**config.mk**
```make
export PLATFORM = sky130hd
export DESIGN_NAME = sha256_stream_hasher_top
export DESIGN_NICKNAME = d
export VERILOG_FILES = /design/src/sv/shs_pkg.sv /design/src/sv/shs_block_buf.sv /design/src/sv/shs_compress.sv /design/src/sv/sha256_stream_hasher_top.sv
export SDC_FILE = /design/constraint.sdc
export NUM_CORES = 2
export LEC_CHECK = 0
export CAP_MARGIN = 20
export CORE_AREA = 2 2 417 315
export CTS_BUF_LIST = sky130_fd_sc_hd__clkbuf_4 sky130_fd_sc_hd__clkbuf_8
export DETAILED_ROUTE_END_ITERATION = 10
export DIE_AREA = 0 0 419 317
export DONT_BUFFER_PORTS = 1
export GPL_TIMING_DRIVEN = 0
export PLACE_DENSITY = 0.89
export SLEW_MARGIN = 20
export SYNTH_ARGS = -nofsm -noshare
export SYNTH_HDL_FRONTEND = slang
export SYNTH_SLANG_ARGS = --single-unit
```
**constraint.sdc**
```tcl
create_clock -name clk -period 20.3 [get_ports clk]
set_input_delay 1.015 -clock clk [delete_from_list [all_inputs] [get_ports clk]]
set_output_delay 1.015 -clock clk [all_outputs]
set_load 0.02 [all_outputs]
```
**src/sv/shs_pkg.sv**
```systemverilog
package shs_pkg;

	// Sequencer phases, shared by the top level and the compression core
	typedef enum logic [2:0] {
		ST_IDLE,
		ST_PAD,
		ST_LOAD,
		ST_ROUND,
		ST_UPDATE,
		ST_EMIT
	} state_t;

	localparam logic [5:0] FILL_LAST  = 6'd63;  // last byte slot of a block
	localparam logic [5:0] PAD_LIMIT  = 6'd56;  // first byte of the length field
	localparam logic [3:0] WORD_LAST  = 4'd15;  // last 32-bit word of a block
	localparam logic [3:0] LEN_HI_IDX = 4'd14;  // word with bit count [63:32]
	localparam logic [5:0] LOAD_LAST  = 6'd8;   // hash read sweep: 8 reads through a registered port
	localparam logic [5:0] ROUND_LAST = 6'd63;
	localparam logic [1:0] PART_LAST  = 2'd3;
	localparam logic [7:0] PAD_MARK   = 8'h80;

	// Control from the sequencer to the block buffer
	typedef struct packed {
		logic       take_byte;
		logic       pad_wr;
		logic [3:0] pad_idx;
		logic       pad_second;
		logic       pad_final;
		logic       clear;
	} buf_ctl_t;

	// Control from the sequencer to the compression core
	typedef struct packed {
		state_t     phase;
		logic [5:0] cnt;
		logic       fresh;
		logic       emit_shift;
	} core_ctl_t;

	localparam logic [31:0] H_INIT [8] = '{
		32'h6a09e667, 32'hbb67ae85, 32'h3c6ef372, 32'ha54ff53a,
		32'h510e527f, 32'h9b05688c, 32'h1f83d9ab, 32'h5be0cd19
	};

	localparam logic [31:0] K_ROUND [64] = '{
		32'h428a2f98, 32'h71374491, 32'hb5c0fbcf, 32'he9b5dba5,
		32'h3956c25b, 32'h59f111f1, 32'h923f82a4, 32'hab1c5ed5,
		32'hd807aa98, 32'h12835b01, 32'h243185be, 32'h550c7dc3,
		32'h72be5d74, 32'h80deb1fe, 32'h9bdc06a7, 32'hc19bf174,
		32'he49b69c1, 32'hefbe4786, 32'h0fc19dc6, 32'h240ca1cc,
		32'h2de92c6f, 32'h4a7484aa, 32'h5cb0a9dc, 32'h76f988da,
		32'h983e5152, 32'ha831c66d, 32'hb00327c8, 32'hbf597fc7,
		32'hc6e00bf3, 32'hd5a79147, 32'h06ca6351, 32'h14292967,
		32'h27b70a85, 32'h2e1b2138, 32'h4d2c6dfc, 32'h53380d13,
		32'h650a7354, 32'h766a0abb, 32'h81c2c92e, 32'h92722c85,
		32'ha2bfe8a1, 32'ha81a664b, 32'hc24b8b70, 32'hc76c51a3,
		32'hd192e819, 32'hd6990624, 32'hf40e3585, 32'h106aa070,
		32'h19a4c116, 32'h1e376c08, 32'h2748774c, 32'h34b0bcb5,
		32'h391c0cb3, 32'h4ed8aa4a, 32'h5b9cca4f, 32'h682e6ff3,
		32'h748f82ee, 32'h78a5636f, 32'h84c87814, 32'h8cc70208,
		32'h90befffa, 32'ha4506ceb, 32'hbef9a3f7, 32'hc67178f2
	};

endpackage

```
**src/sv/shs_block_buf.sv**
```systemverilog
module shs_block_buf (
	input  logic                clk,
	input  logic                arst_n,
	input  shs_pkg::buf_ctl_t   ctl,
	input  logic [7:0]          data_byte,
	input  logic [3:0]          raddr,
	output logic [31:0]         rdata,
	output logic [5:0]          fill,
	output logic                too_long
);

	logic [31:0] mem [16];
	logic [31:0] rdata_q;
	logic [31:0] word_q;
	logic [5:0]  fill_q;
	logic [60:0] len_q;
	logic        ovf_q;
	logic [31:0] word_next;
	logic [31:0] partial;
	logic [31:0] pad_word;
	logic        pad_first;

	assign word_next = {word_q[23:0], data_byte};

	// First padding word: bytes held so far, the 0x80 mark, then zeros
	always_comb begin
		unique case (fill_q[1:0])
			2'd0: partial = {shs_pkg::PAD_MARK, 24'h0};
			2'd1: partial = {word_q[7:0], shs_pkg::PAD_MARK, 16'h0};
			2'd2: partial = {word_q[15:0], shs_pkg::PAD_MARK, 8'h0};
			default: partial = {word_q[23:0], shs_pkg::PAD_MARK};
		endcase
	end

	assign pad_first = !ctl.pad_second && (ctl.pad_idx == fill_q[5:2]);

	// Padding word selection; bit count = byte count * 8
	always_comb begin
		priority if (pad_first) begin
			pad_word = partial;
		end else if (ctl.pad_final && ctl.pad_idx == shs_pkg::LEN_HI_IDX) begin
			pad_word = len_q[60:29];
		end else if (ctl.pad_final && ctl.pad_idx == shs_pkg::WORD_LAST) begin
			pad_word = {len_q[28:0], 3'b000};
		end else begin
			pad_word = 32'h0;
		end
	end

	// Block memory: one write port, one registered read port
	always_ff @(posedge clk) begin
		if (ctl.take_byte && fill_q[1:0] == 2'd3) begin
			mem[fill_q[5:2]] <= word_next;
		end else if (ctl.pad_wr) begin
			mem[ctl.pad_idx] <= pad_word;
		end
		rdata_q <= mem[raddr];
	end

	// Byte assembly into big-endian words
	always_ff @(posedge clk) begin
		if (ctl.take_byte) begin
			word_q <= word_next;
		end
	end

	// Fill count, message length with saturation, overflow flag
	always_ff @(posedge clk or negedge arst_n) begin
		if (!arst_n) begin
			fill_q <= '0;
			len_q  <= '0;
			ovf_q  <= 1'b0;
		end else if (ctl.clear) begin
			fill_q <= '0;
			len_q  <= '0;
			ovf_q  <= 1'b0;
		end else if (ctl.take_byte) begin
			fill_q <= fill_q + 6'd1;
			if (&len_q) begin
				ovf_q <= 1'b1;
			end else begin
				len_q <= len_q + 61'd1;
			end
		end
	end

	assign rdata    = rdata_q;
	assign fill     = fill_q;
	assign too_long = ovf_q;

endmodule

```
**src/sv/shs_compress.sv**
```systemverilog
module shs_compress (
	input  logic                clk,
	input  shs_pkg::core_ctl_t  ctl,
	input  logic [31:0]         blk_rdata,
	output logic [3:0]          blk_raddr,
	output logic [63:0]         digest
);

	logic [31:0] hmem [8];
	logic [31:0] hrd_q;
	logic [31:0] a_q, b_q, c_q, d_q, e_q, f_q, g_q, h_q;
	logic [31:0] w_q [16];
	logic [2:0]  hidx;
	logic [31:0] hval;
	logic [31:0] hsum;
	logic [31:0] sched;
	logic [31:0] wt;
	logic [31:0] t1;
	logic [31:0] t2;
	logic        in_load;
	logic        in_update;
	logic        in_round;
	logic        h_valid;

	function automatic logic [31:0] ror(input logic [31:0] x, input logic [4:0] n);
		return (x >> n) | (x << (6'd32 - {1'b0, n}));
	endfunction

	function automatic logic [31:0] bsig0(input logic [31:0] x);
		return ror(x, 5'd2) ^ ror(x, 5'd13) ^ ror(x, 5'd22);
	endfunction

	function automatic logic [31:0] bsig1(input logic [31:0] x);
		return ror(x, 5'd6) ^ ror(x, 5'd11) ^ ror(x, 5'd25);
	endfunction

	function automatic logic [31:0] ssig0(input logic [31:0] x);
		return ror(x, 5'd7) ^ ror(x, 5'd18) ^ (x >> 3);
	endfunction

	function automatic logic [31:0] ssig1(input logic [31:0] x);
		return ror(x, 5'd17) ^ ror(x, 5'd19) ^ (x >> 10);
	endfunction

	assign in_load   = (ctl.phase == shs_pkg::ST_LOAD);
	assign in_update = (ctl.phase == shs_pkg::ST_UPDATE);
	assign in_round  = (ctl.phase == shs_pkg::ST_ROUND);
	assign h_valid   = (ctl.cnt != 6'd0);

	// Hash word returned this cycle; a fresh message reads the initial values
	assign hidx = ctl.cnt[2:0] - 3'd1;
	assign hval = ctl.fresh ? shs_pkg::H_INIT[hidx] : hrd_q;
	assign hsum = hval + a_q;

	// Block read runs one word ahead of the rounds
	assign blk_raddr = in_round ? (ctl.cnt[3:0] + 4'd1) : 4'd0;

	// Message schedule from the 16-word window
	assign sched = ssig1(w_q[14]) + w_q[9] + ssig0(w_q[1]) + w_q[0];
	assign wt    = (ctl.cnt < 6'd16) ? blk_rdata : sched;

	// One compression round
	assign t1 = h_q + bsig1(e_q) + ((e_q & f_q) ^ (~e_q & g_q))
		+ shs_pkg::K_ROUND[ctl.cnt] + wt;
	assign t2 = bsig0(a_q) + ((a_q & b_q) ^ (a_q & c_q) ^ (b_q & c_q));

	// Hash memory: read at cnt, write back at cnt-1 during the update sweep
	always_ff @(posedge clk) begin
		if (in_update && h_valid) begin
			hmem[hidx] <= hsum;
		end
		hrd_q <= hmem[ctl.cnt[2:0]];
	end

	// Working variables: load sweep, rounds, update sweep, digest shift-out
	always_ff @(posedge clk) begin
		if ((in_load || in_update) && h_valid) begin
			a_q <= b_q;
			b_q <= c_q;
			c_q <= d_q;
			d_q <= e_q;
			e_q <= f_q;
			f_q <= g_q;
			g_q <= h_q;
			h_q <= in_load ? hval : hsum;
		end else if (in_round) begin
			h_q <= g_q;
			g_q <= f_q;
			f_q <= e_q;
			e_q <= d_q + t1;
			d_q <= c_q;
			c_q <= b_q;
			b_q <= a_q;
			a_q <= t1 + t2;
		end else if (ctl.emit_shift) begin
			a_q <= c_q;
			b_q <= d_q;
			c_q <= e_q;
			d_q <= f_q;
			e_q <= g_q;
			f_q <= h_q;
		end
	end

	// Schedule window shifts once per round
	always_ff @(posedge clk) begin
		if (in_round) begin
			for (int i = 0; i < 15; i++) begin
				w_q[i] <= w_q[i + 1];
			end
			w_q[15] <= wt;
		end
	end

	assign digest = {a_q, b_q};

endmodule

```
**src/sv/sha256_stream_hasher_top.sv**
```systemverilog
// Channel  | Handshake          | Payload
// ---------+--------------------+--------------------------------------------------
// input    | in_valid/in_stall  | data_byte, has_byte, end_of_message
// output   | out_valid/out_stall| digest_part, part_index, last_part, too_long
//
// One byte per cycle while a block fills. The 64th byte of a block starts a
// compression (a hash-memory read sweep, 64 rounds, a write-back sweep)
// during which input is stalled. An end mark adds 1-16 padding-word writes
// and one compression, or two of each when 56 or more bytes are held, then
// four digest items. No clearing pass after reset: a fresh flag stands in for
// the initial hash values until the hash memory is first written back.
// Output stalls hold the digest item; input stays stalled until all four go.
module sha256_stream_hasher_top (
	input  logic        clk,
	input  logic        arst_n,
	input  logic        in_valid,
	output logic        in_stall,
	input  logic [7:0]  data_byte,
	input  logic        has_byte,
	input  logic        end_of_message,
	output logic        out_valid,
	input  logic        out_stall,
	output logic [63:0] digest_part,
	output logic [1:0]  part_index,
	output logic        last_part,
	output logic        too_long
);

	shs_pkg::state_t    state_q, state_d;
	logic [5:0]         cnt_q, cnt_d;
	logic [3:0]         pad_idx_q, pad_idx_d;
	logic               second_q, second_d;
	logic               pad_mode_q, pad_mode_d;
	logic               eom_pend_q, eom_pend_d;
	logic               fresh_q, fresh_d;
	logic [1:0]         part_q, part_d;

	shs_pkg::buf_ctl_t  buf_ctl;
	shs_pkg::core_ctl_t core_ctl;
	logic [5:0]         fill;
	logic [5:0]         fill_after;
	logic               pad_final;
	logic               in_acc;
	logic               out_acc;
	logic               blk_full;
	logic [31:0]        blk_rdata;
	logic [3:0]         blk_raddr;

	assign in_acc     = in_valid && (state_q == shs_pkg::ST_IDLE);
	assign out_acc    = out_valid && !out_stall;
	assign fill_after = fill + {5'b0, has_byte};
	assign blk_full   = has_byte && (fill == shs_pkg::FILL_LAST);
	assign pad_final  = second_q || (fill < shs_pkg::PAD_LIMIT);

	// Next-state logic
	always_comb begin
		state_d    = state_q;
		cnt_d      = cnt_q;
		pad_idx_d  = pad_idx_q;
		second_d   = second_q;
		pad_mode_d = pad_mode_q;
		eom_pend_d = eom_pend_q;
		fresh_d    = fresh_q;
		part_d     = part_q;
		unique case (state_q)
			shs_pkg::ST_IDLE: begin
				if (in_acc) begin
					if (blk_full) begin
						state_d    = shs_pkg::ST_LOAD;
						cnt_d      = '0;
						pad_mode_d = 1'b0;
						eom_pend_d = end_of_message;
					end else if (end_of_message) begin
						state_d   = shs_pkg::ST_PAD;
						pad_idx_d = fill_after[5:2];
						second_d  = 1'b0;
					end
				end
			end
			shs_pkg::ST_PAD: begin
				if (pad_idx_q == shs_pkg::WORD_LAST) begin
					state_d    = shs_pkg::ST_LOAD;
					cnt_d      = '0;
					pad_mode_d = 1'b1;
				end else begin
					pad_idx_d = pad_idx_q + 4'd1;
				end
			end
			shs_pkg::ST_LOAD: begin
				if (cnt_q == shs_pkg::LOAD_LAST) begin
					state_d = shs_pkg::ST_ROUND;
					cnt_d   = '0;
				end else begin
					cnt_d = cnt_q + 6'd1;
				end
			end
			shs_pkg::ST_ROUND: begin
				if (cnt_q == shs_pkg::ROUND_LAST) begin
					state_d = shs_pkg::ST_UPDATE;
					cnt_d   = '0;
				end else begin
					cnt_d = cnt_q + 6'd1;
				end
			end
			shs_pkg::ST_UPDATE: begin
				if (cnt_q == shs_pkg::LOAD_LAST) begin
					fresh_d = 1'b0;
					if (pad_mode_q && pad_final) begin
						state_d = shs_pkg::ST_EMIT;
						part_d  = '0;
					end else if (pad_mode_q) begin
						state_d   = shs_pkg::ST_PAD;
						pad_idx_d = '0;
						second_d  = 1'b1;
					end else if (eom_pend_q) begin
						state_d    = shs_pkg::ST_PAD;
						pad_idx_d  = '0;
						second_d   = 1'b0;
						eom_pend_d = 1'b0;
					end else begin
						state_d = shs_pkg::ST_IDLE;
					end
				end else begin
					cnt_d = cnt_q + 6'd1;
				end
			end
			shs_pkg::ST_EMIT: begin
				if (out_acc) begin
					part_d = part_q + 2'd1;
					if (part_q == shs_pkg::PART_LAST) begin
						state_d    = shs_pkg::ST_IDLE;
						fresh_d    = 1'b1;
						eom_pend_d = 1'b0;
					end
				end
			end
			default: state_d = shs_pkg::ST_IDLE;
		endcase
	end

	// Output and control decode
	always_comb begin
		in_stall            = (state_q != shs_pkg::ST_IDLE);
		out_valid           = (state_q == shs_pkg::ST_EMIT);
		buf_ctl.take_byte   = in_acc && has_byte;
		buf_ctl.pad_wr      = (state_q == shs_pkg::ST_PAD);
		buf_ctl.pad_idx     = pad_idx_q;
		buf_ctl.pad_second  = second_q;
		buf_ctl.pad_final   = pad_final;
		buf_ctl.clear       = out_acc && (part_q == shs_pkg::PART_LAST);
		core_ctl.phase      = state_q;
		core_ctl.cnt        = cnt_q;
		core_ctl.fresh      = fresh_q;
		core_ctl.emit_shift = out_acc;
	end

	// Sequencer registers
	always_ff @(posedge clk or negedge arst_n) begin
		if (!arst_n) begin
			state_q    <= shs_pkg::ST_IDLE;
			cnt_q      <= '0;
			pad_idx_q  <= '0;
			second_q   <= 1'b0;
			pad_mode_q <= 1'b0;
			eom_pend_q <= 1'b0;
			fresh_q    <= 1'b1;
			part_q     <= '0;
		end else begin
			state_q    <= state_d;
			cnt_q      <= cnt_d;
			pad_idx_q  <= pad_idx_d;
			second_q   <= second_d;
			pad_mode_q <= pad_mode_d;
			eom_pend_q <= eom_pend_d;
			fresh_q    <= fresh_d;
			part_q     <= part_d;
		end
	end

	shs_block_buf u_buf (
		.clk       (clk),
		.arst_n    (arst_n),
		.ctl       (buf_ctl),
		.data_byte (data_byte),
		.raddr     (blk_raddr),
		.rdata     (blk_rdata),
		.fill      (fill),
		.too_long  (too_long)
	);

	shs_compress u_core (
		.clk       (clk),
		.ctl       (core_ctl),
		.blk_rdata (blk_rdata),
		.blk_raddr (blk_raddr),
		.digest    (digest_part)
	);

	assign part_index = part_q;
	assign last_part  = (part_q == shs_pkg::PART_LAST);

`ifndef ASSERT_OFF
	// No new item is taken while a digest is still being delivered
	a_no_in_during_out: assert property (@(posedge clk) disable iff (!arst_n)
		out_valid |-> in_stall)
		else $error("input accepted while digest pending");

	// An end mark always makes the block busy on the next cycle
	a_eom_busy: assert property (@(posedge clk) disable iff (!arst_n)
		(in_valid && !in_stall && end_of_message) |=> in_stall)
		else $error("end of message did not start padding");

	// Digest items follow in order without a gap in valid
	a_part_order: assert property (@(posedge clk) disable iff (!arst_n)
		(out_valid && !out_stall && !last_part) |=>
		(out_valid && part_index == 2'($past(part_index) + 2'd1)))
		else $error("digest item order broken");

	// The last digest item ends the message
	a_last_ends: assert property (@(posedge clk) disable iff (!arst_n)
		(out_valid && !out_stall && last_part) |=> (!out_valid && !in_stall))
		else $error("block not idle after last digest item");
`endif

endmodule

```
Word level (Yosys, flattened, before mapping)

Memory sizes are Yosys's and may differ from the RTL's. A register that Yosys moved wholly into a read port is not among the register bits.
Index checks and enable logic that the tools add are counted.

Register bits after elaboration: 367
ROM bits: 2,304
Memories kept: 5
RAM bits: 1,280
Input port bits: 14

Multiplexer cells: 111
Reduce and logical (&&, ||, !) cells: 42
Bitwise gates (word level): 29
$lt $le $gt $ge: 4
Equal/unequal tests: 33
$add $sub $neg: 19

Memories:

| name            | words | bits a word | read ports | clocked after memory_dff | wr ports | RTL line            | text |
|---|---|---|---|---|---|---|---|
| (no name shown) | 64    | 32          | 1          | 0                        | 0        | shs_compress.sv:64  | `+ shs_pkg::K_ROUND[ctl.cnt] + wt;` |
| u_buf.mem       | 16    | 32          | 1          | 1                        | 1        | shs_block_buf.sv:12 | `logic [31:0] mem [16];` |
| u_core.w_q      | 16    | 32          | 16         | 0                        | 16       | shs_compress.sv:12  | `logic [31:0] w_q [16];` |
| (no name shown) | 8     | 32          | 1          | 0                        | 0        | shs_compress.sv:52  | `assign hval = ctl.fresh ? shs_pkg::H_INIT[hidx] : hrd_q;` |
| u_core.hmem     | 8     | 32          | 1          | 1                        | 1        | shs_compress.sv:9   | `logic [31:0] hmem [8];` |

Operators by type and width:

| cell                  | count |
|---|---|
| $mux 32               | 33 |
| $add 32x32->32        | 11 |
| $xor 32x32->32        | 9 |
| $mux 61               | 3 |
| $and 32x32->32        | 5 |
| $pmux 32 s3           | 1 |
| $add 61x1->61 const B | 1 |
| $reduce_and 61->1     | 1 |
| $mux 6                | 8 |
| $mux 4                | 10 |
| $mux 1                | 35 |
| $not 32->32           | 1 |
| $or 10x32->32         | 1 |
| $or 13x32->32         | 1 |
| $or 14x32->32         | 1 |
| $or 15x32->32         | 1 |
| $or 19x32->32         | 1 |
| $or 21x32->32         | 1 |
| $or 25x32->32         | 1 |
| $or 26x32->32         | 1 |
| $or 30x32->32         | 1 |
| $or 7x32->32          | 1 |
| $reduce_or 32->1      | 1 |
| $xor 32x22->32        | 1 |
| 46 further kinds      | 108 |

Depth between registers and ports, before layout

An unclocked memory read counts as a cell.

Depth after elaboration: 12
Gate-level depth with buffers: 43

Cells and area by module

Synthesis repeated with hierarchy kept, for this count alone.

Cells, all modules: 6,077
Area total of the unflattened synthesis: 83,104.7 um^2

Modules (own cells, without submodules):

| module                   | cells an instance | times used | area an instance (um^2) |
|---|---|---|---|
| shs_compress             | 4,519             | 1          | 56,096.3 |
| shs_block_buf            | 1,394             | 1          | 25,590.8 |
| sha256_stream_hasher_top | 164               | 1          | 1,417.6 |

Least setup slack after synthesis

No wires, ideal clock.

Kind: flip-flop to flip-flop
From: register state_q[1]
To: register u_core.a_q[30], data pin
Slack: 3.138 ns
Cell stages (with the launch flop): 10
Required time: 20.082 ns
Buffers on the path: 3
Arrival time: 16.944 ns
Period minus slack after synthesis: 17.162 ns
Setup time: 0.218 ns
Path through: dfrtp_1 > buf_6 > clkinv_1 > nor2_1 > nand2_1 > inv_1 > clkbuf_1 > buf_1 > o21ai_0 > nand3_1

Longest elaborated chain between the ends: 4

RTL lines:

| item                                            | RTL line                               | text |
|---|---|---|
| start: declaration                              | sha256_stream_hasher_top.sv:29         | `shs_pkg::state_t state_q, state_d;` |
| start signal: assignment                        | sha256_stream_hasher_top.sv:160        | `state_q <= shs_pkg::ST_IDLE;` |
| start signal: assignment                        | sha256_stream_hasher_top.sv:169        | `state_q <= state_d;` |
| $eq 3x2->1 / $eq 3x3->1 (equally long branches) | shs_compress.sv:45, shs_compress.sv:46 |  |
| $logic_or 1x1->1                                | shs_compress.sv:77                     | `if ((in_load \|\| in_update) && h_valid) begin` |
| $logic_and 1x1->1                               | shs_compress.sv:77                     |  |
| $mux 32 (*)                                     | shs_compress.sv:77                     |  |
| end signal: assignment                          | shs_compress.sv:78                     | `a_q <= b_q;` |
| end signal: assignment                          | shs_compress.sv:94                     | `a_q <= t1 + t2;` |
| end signal: assignment                          | shs_compress.sv:96                     | `a_q <= c_q;` |
| end: declaration                                | shs_compress.sv:11                     | `logic [31:0] a_q, b_q, c_q, d_q, e_q, f_q, g_q, h_q;` |

Every way passes the cells marked *; elsewhere a longest branch is shown, timed or not.
A chain may end at the register's enable or synchronous reset.

Final worst setup path

From: register cnt_q[0]
To: register u_core.e_q[29], data pin

Longest elaborated chain between the ends: 9

RTL lines:

| item                                        | RTL line                        | text |
|---|---|---|
| start: declaration                          | sha256_stream_hasher_top.sv:30  | `logic [5:0] cnt_q, cnt_d;` |
| start signal: assignment                    | sha256_stream_hasher_top.sv:170 | `cnt_q <= cnt_d;` |
| $not 6->7 (not written as such)             | shs_compress.sv:64              |  |
| $mem_v2 64x32                               | --                              |  |
| $mux 32 (not written as such) (2 in series) | shs_compress.sv:64              |  |
| $add 32x32->32 (2 in series)                | shs_compress.sv:64              |  |
| $add 32x32->32                              | shs_compress.sv:90              | `e_q <= d_q + t1;` |
| $mux 32                                     | shs_compress.sv:86              | `end else if (in_round) begin` |
| $mux 32 (*)                                 | shs_compress.sv:77              |  |
| end signal: assignment                      | shs_compress.sv:82              | `e_q <= f_q;` |
| end signal: assignment                      | shs_compress.sv:90              |  |
| end signal: assignment                      | shs_compress.sv:100             | `e_q <= g_q;` |
| end: declaration                            | shs_compress.sv:11              |  |

Every way passes the cells marked *; elsewhere a longest branch is shown, timed or not. The select of a mux whose other input is x is not followed.

==> impl_results.md <==
* Status: finished with violations
* Failing checks: antenna rules
* # IOs at 84
* Largest net degree at the start of global routing at 88
* Synth Area per Inst at around 13 sq um
* Die width at between 400 and 500 microns
* Placed standard-cell area at just under 90000 sq um
* Post-synthesis cell type count at 91
* Fraction of power consumed by sequential logic at 0.561
* FFs w/ async S/R, synth at 0.0508
* Lkg Pwr at 34.1 nW
* Total GRT Usage at 0.434
* Fillers at 8173
* CTS H-tree depth at 5
* Setup_tns at 0 ps
* Clk_lat worst skew at between 1000 and 1500 ps
* Post-CTS Hold Buffers at 2
* Final Cycle Share at 0.692
* DR vias/cell at roughly 7
* Endpoints failing setup at 0
* Yosys warnings at 0
* Drt pass-1 iters at 7
* Worst hold slack at 101 ps
* FP Rows at about 110
* Final nets at approximately 7200
* Final core utilization at 0.718
* Hold Path Stages at 0
* Ys flop type: edfxtp_1
* Final wirelength at approximately 290 mm
* Cell area after layout at around 92000 sq um
* RSZ-0062 raised after global routing: no
* Slew HR at 0.0836
* CP arrival at about 15000 ps
* Psw at between 0.001 and 0.0015 W
* Initial DRC Count at 10900
* Post-synthesis cell count at 6481
* Clock-pin slew on the worst setup and hold paths at roughly 60 ps
* Num CTS Buffers at between 200 and 300
* Fraction of layout cells with a size suffix above 1 at 0.115
* TritonCTS clock tree: done
* Multi-input logic area at 30500 sq um
* Number of port buffers at 0
* Die area at 133000 sq um
* Setup crit start kind: flop
* Crit-path max FO at 12
* Slowest stage delay, CP at approximately 930 ps
* Layout area overhead at 10.9%
* Setup bufs post-CTS at 0
* WL per Instance at approximately 33 microns
* Worst R2R Path Depth at 32
* Vias in the first global route at between 50000 and 60000
* Top cell by count, worst path: inv_1
* Post-Route Skew at 94.8 ps
* Core ar. at between 100000 and 150000 sq um
* Initial core utilization at 0.647
* Clk buf depth at 4
* Fmax at around 70 MHz
* Hold WC Path Type: input pin to flop
* Slowest CP cell: a311oi_1
* Peak VDD IR at just under 80 uV
* Worst Path Required at between 20000 and 25000 ps
* Worst Max-Slew Pin Slew at around 1400 ps
* Internal at 0.00536 W
* Max_cap viols at 0
* Power density over the cells at 73.3 nW/um^2
* CP Capture Type: flop
* Post-synth EDFFs at about 1600
* Hpwl dp at around 210 mm
* Clock period minus worst slack at approximately 14000 ps
* Hold Vio Cnt, Final at 0
* GP Congestion at 1.06
* Slew Viols, Final at 0
* Die height at 317 microns
* Crit Path Class: flop to flop
* Area taken by flip-flops and latches at roughly 50000 sq um
* Root Driver: clkbuf_8
* Remaining DRCs at 0
* Combinational share of power at 0.002
* Part of the Yosys area used for sequential elements at 0.605
* Mapped Area at approximately 83000 sq um
* First-pass GRT wire length at between 400 and 500 mm
* Switch share at 0.206
* Setup ws final at between 6000 and 7000 ps
* Clk sink count at about 1700
* #FFs+latches synth at 1711
* CTS resizes at 0
* Initial antenna violation count at 18
* Final ANT Viol Nets at 2
* Vias at a little over 60000
* Setup WS pre-CTS at 6920 ps
* Syn Nets at 6875
* Grt ovf at 0
* Clock network fraction of total power at 0.437
## worst max-delay path: cells and delay by family, from the launching register on
| family | cells | cell delay [ps] |
|---|---|---|
| AO/OA/AOI/OAI | 15 | 5840 |
| buffers and inverters | 7 | 3000 |
| adder cells (fa/ha/maj) | 6 | 2380 |
| XOR/XNOR | 2 | 1040 |
| AND/OR/NAND/NOR | 2 | 860 |
| flip-flops | 1 | 500 |
## per-layer routing
metal  vias to the layer above  GRT usage  wire length [microns]
met5                         -    0.00706                    263
met4                        16      0.204                  15600
met3                      1031      0.172                  48800
met2                      5524      0.602                 118000
met1                     29500      0.604                 106000
li1                      24700          -                      -
## power by group through the flow
stage	sequential [W]	combinational [W]	clock [W]
global route	0.00379	0.0000128	0.00309
global placement	0.00387	0.00000607	0
floorplan	0.00387	0.00000419	0
CTS	0.00379	0.0000113	0.00295
finish	0.00379	0.0000115	0.00295
detailed placement	0.00387	0.00000669	0
## metrics by stage
stage               std cells  total power [W]
CTS                      8761          0.00675
detailed placement       8292          0.00387
global route             8767          0.00689
floorplan                6481          0.00387
finish                   8781          0.00676
global placement         8221          0.00387
## cell usage after synthesis, types with 51 or more instances
library cell | number | area share
a21o_1 | 106 | 0.0096
a21oi_1 | 429 | 0.026
a22oi_1 | 70 | 0.0063
a31oi_1 | 65 | 0.0049
and3_1 | 57 | 0.0043
clkbuf_1 | 324 | 0.015
dfrtp_1 | 86 | 0.026
dfxtp_1 | 64 | 0.015
edfxtp_1 | 1560 | 0.56
fa_1 | 188 | 0.045
ha_1 | 192 | 0.029
inv_1 | 329 | 0.015
mux2_2 | 136 | 0.018
mux2i_1 | 122 | 0.015
mux4_2 | 70 | 0.019
nand2_1 | 466 | 0.021
nand3_1 | 113 | 0.0068
nor2_1 | 524 | 0.024
nor3_1 | 62 | 0.0037
o21ai_0 | 324 | 0.019
o22ai_1 | 143 | 0.011
o31ai_1 | 51 | 0.0046
xnor2_1 | 313 | 0.033
xor2_1 | 138 | 0.015
## path summary, 6_finish.rpt
check | start | endpoint | slack, ps
worst max-delay path | cnt_q[0]$_DFFE_PN0P_ | u_core.e_q[29]$_DFFE_PP_ | 6260
worst min-delay path | data_byte[3] | u_buf.word_q[3]$_DFFE_PP_ | 100
worst max register to register | cnt_q[0]$_DFFE_PN0P_ | u_core.e_q[29]$_DFFE_PP_ | 6260
worst min register to register | u_core.w_q[1][243]$_DFFE_PP_ | u_core.w_q[1][211]$_DFFE_PP_ | 390
max in group asynchronous | arst_n | u_buf.len_q[45]$_DFFE_PN0P_ | 19320
min in group asynchronous | arst_n | pad_mode_q$_DFFE_PN0P_ | 560
## placed cells by master (no fill, tap or decap), types with 143 or more instances in the layout
master / instances
ha_1: 192
o22ai_1: 143
edfxtp_1: 1560
fa_1: 188
clkbuf_1: 318
inv_1: 329
a21oi_1: 429
nor2_1: 504
o21ai_0: 312
xnor2_1: 307
nand2_1: 466
clkbuf_8: 289
## cell families (layout without fill, tap and decap cells)
family                   after synthesis  count (layout)  synth area share
AO/OA/AOI/OAI                       1489            1489             0.113
other                                  0              18                 0
AND/OR/NAND/NOR                     1401            1401            0.0742
multiplexers                         328             328            0.0521
buffers and inverters                703            1245            0.0319
adder cells (fa/ha/maj)              397             397            0.0762
flip-flops                          1711            1711             0.605
XOR/XNOR                             452             452            0.0478
## cell type report
| class | count | share of cell area |
|---|---|---|
| clock inverters | 87 | 0.00627 |
| repair buffers | 75 | 0.0145 |
| well taps | 1740 | 0.0236 |
| clock buffers | 380 | 0.0505 |
| diodes | 18 | 0.000488 |
| flip-flops and latches | 1711 | 0.545 |
| inverters | 332 | 0.0135 |
| multi-input cells | 4067 | 0.330 |
| plain buffers | 371 | 0.0154 |
## registers in the layout (all words and copies together) (netlist names), 61 cells and up
register / count
u_buf.mem: 512
u_core.w_q: 512
u_core.hmem: 256
u_buf.len_q: 61
Note: power is estimated with default switching activity, not from simulation.
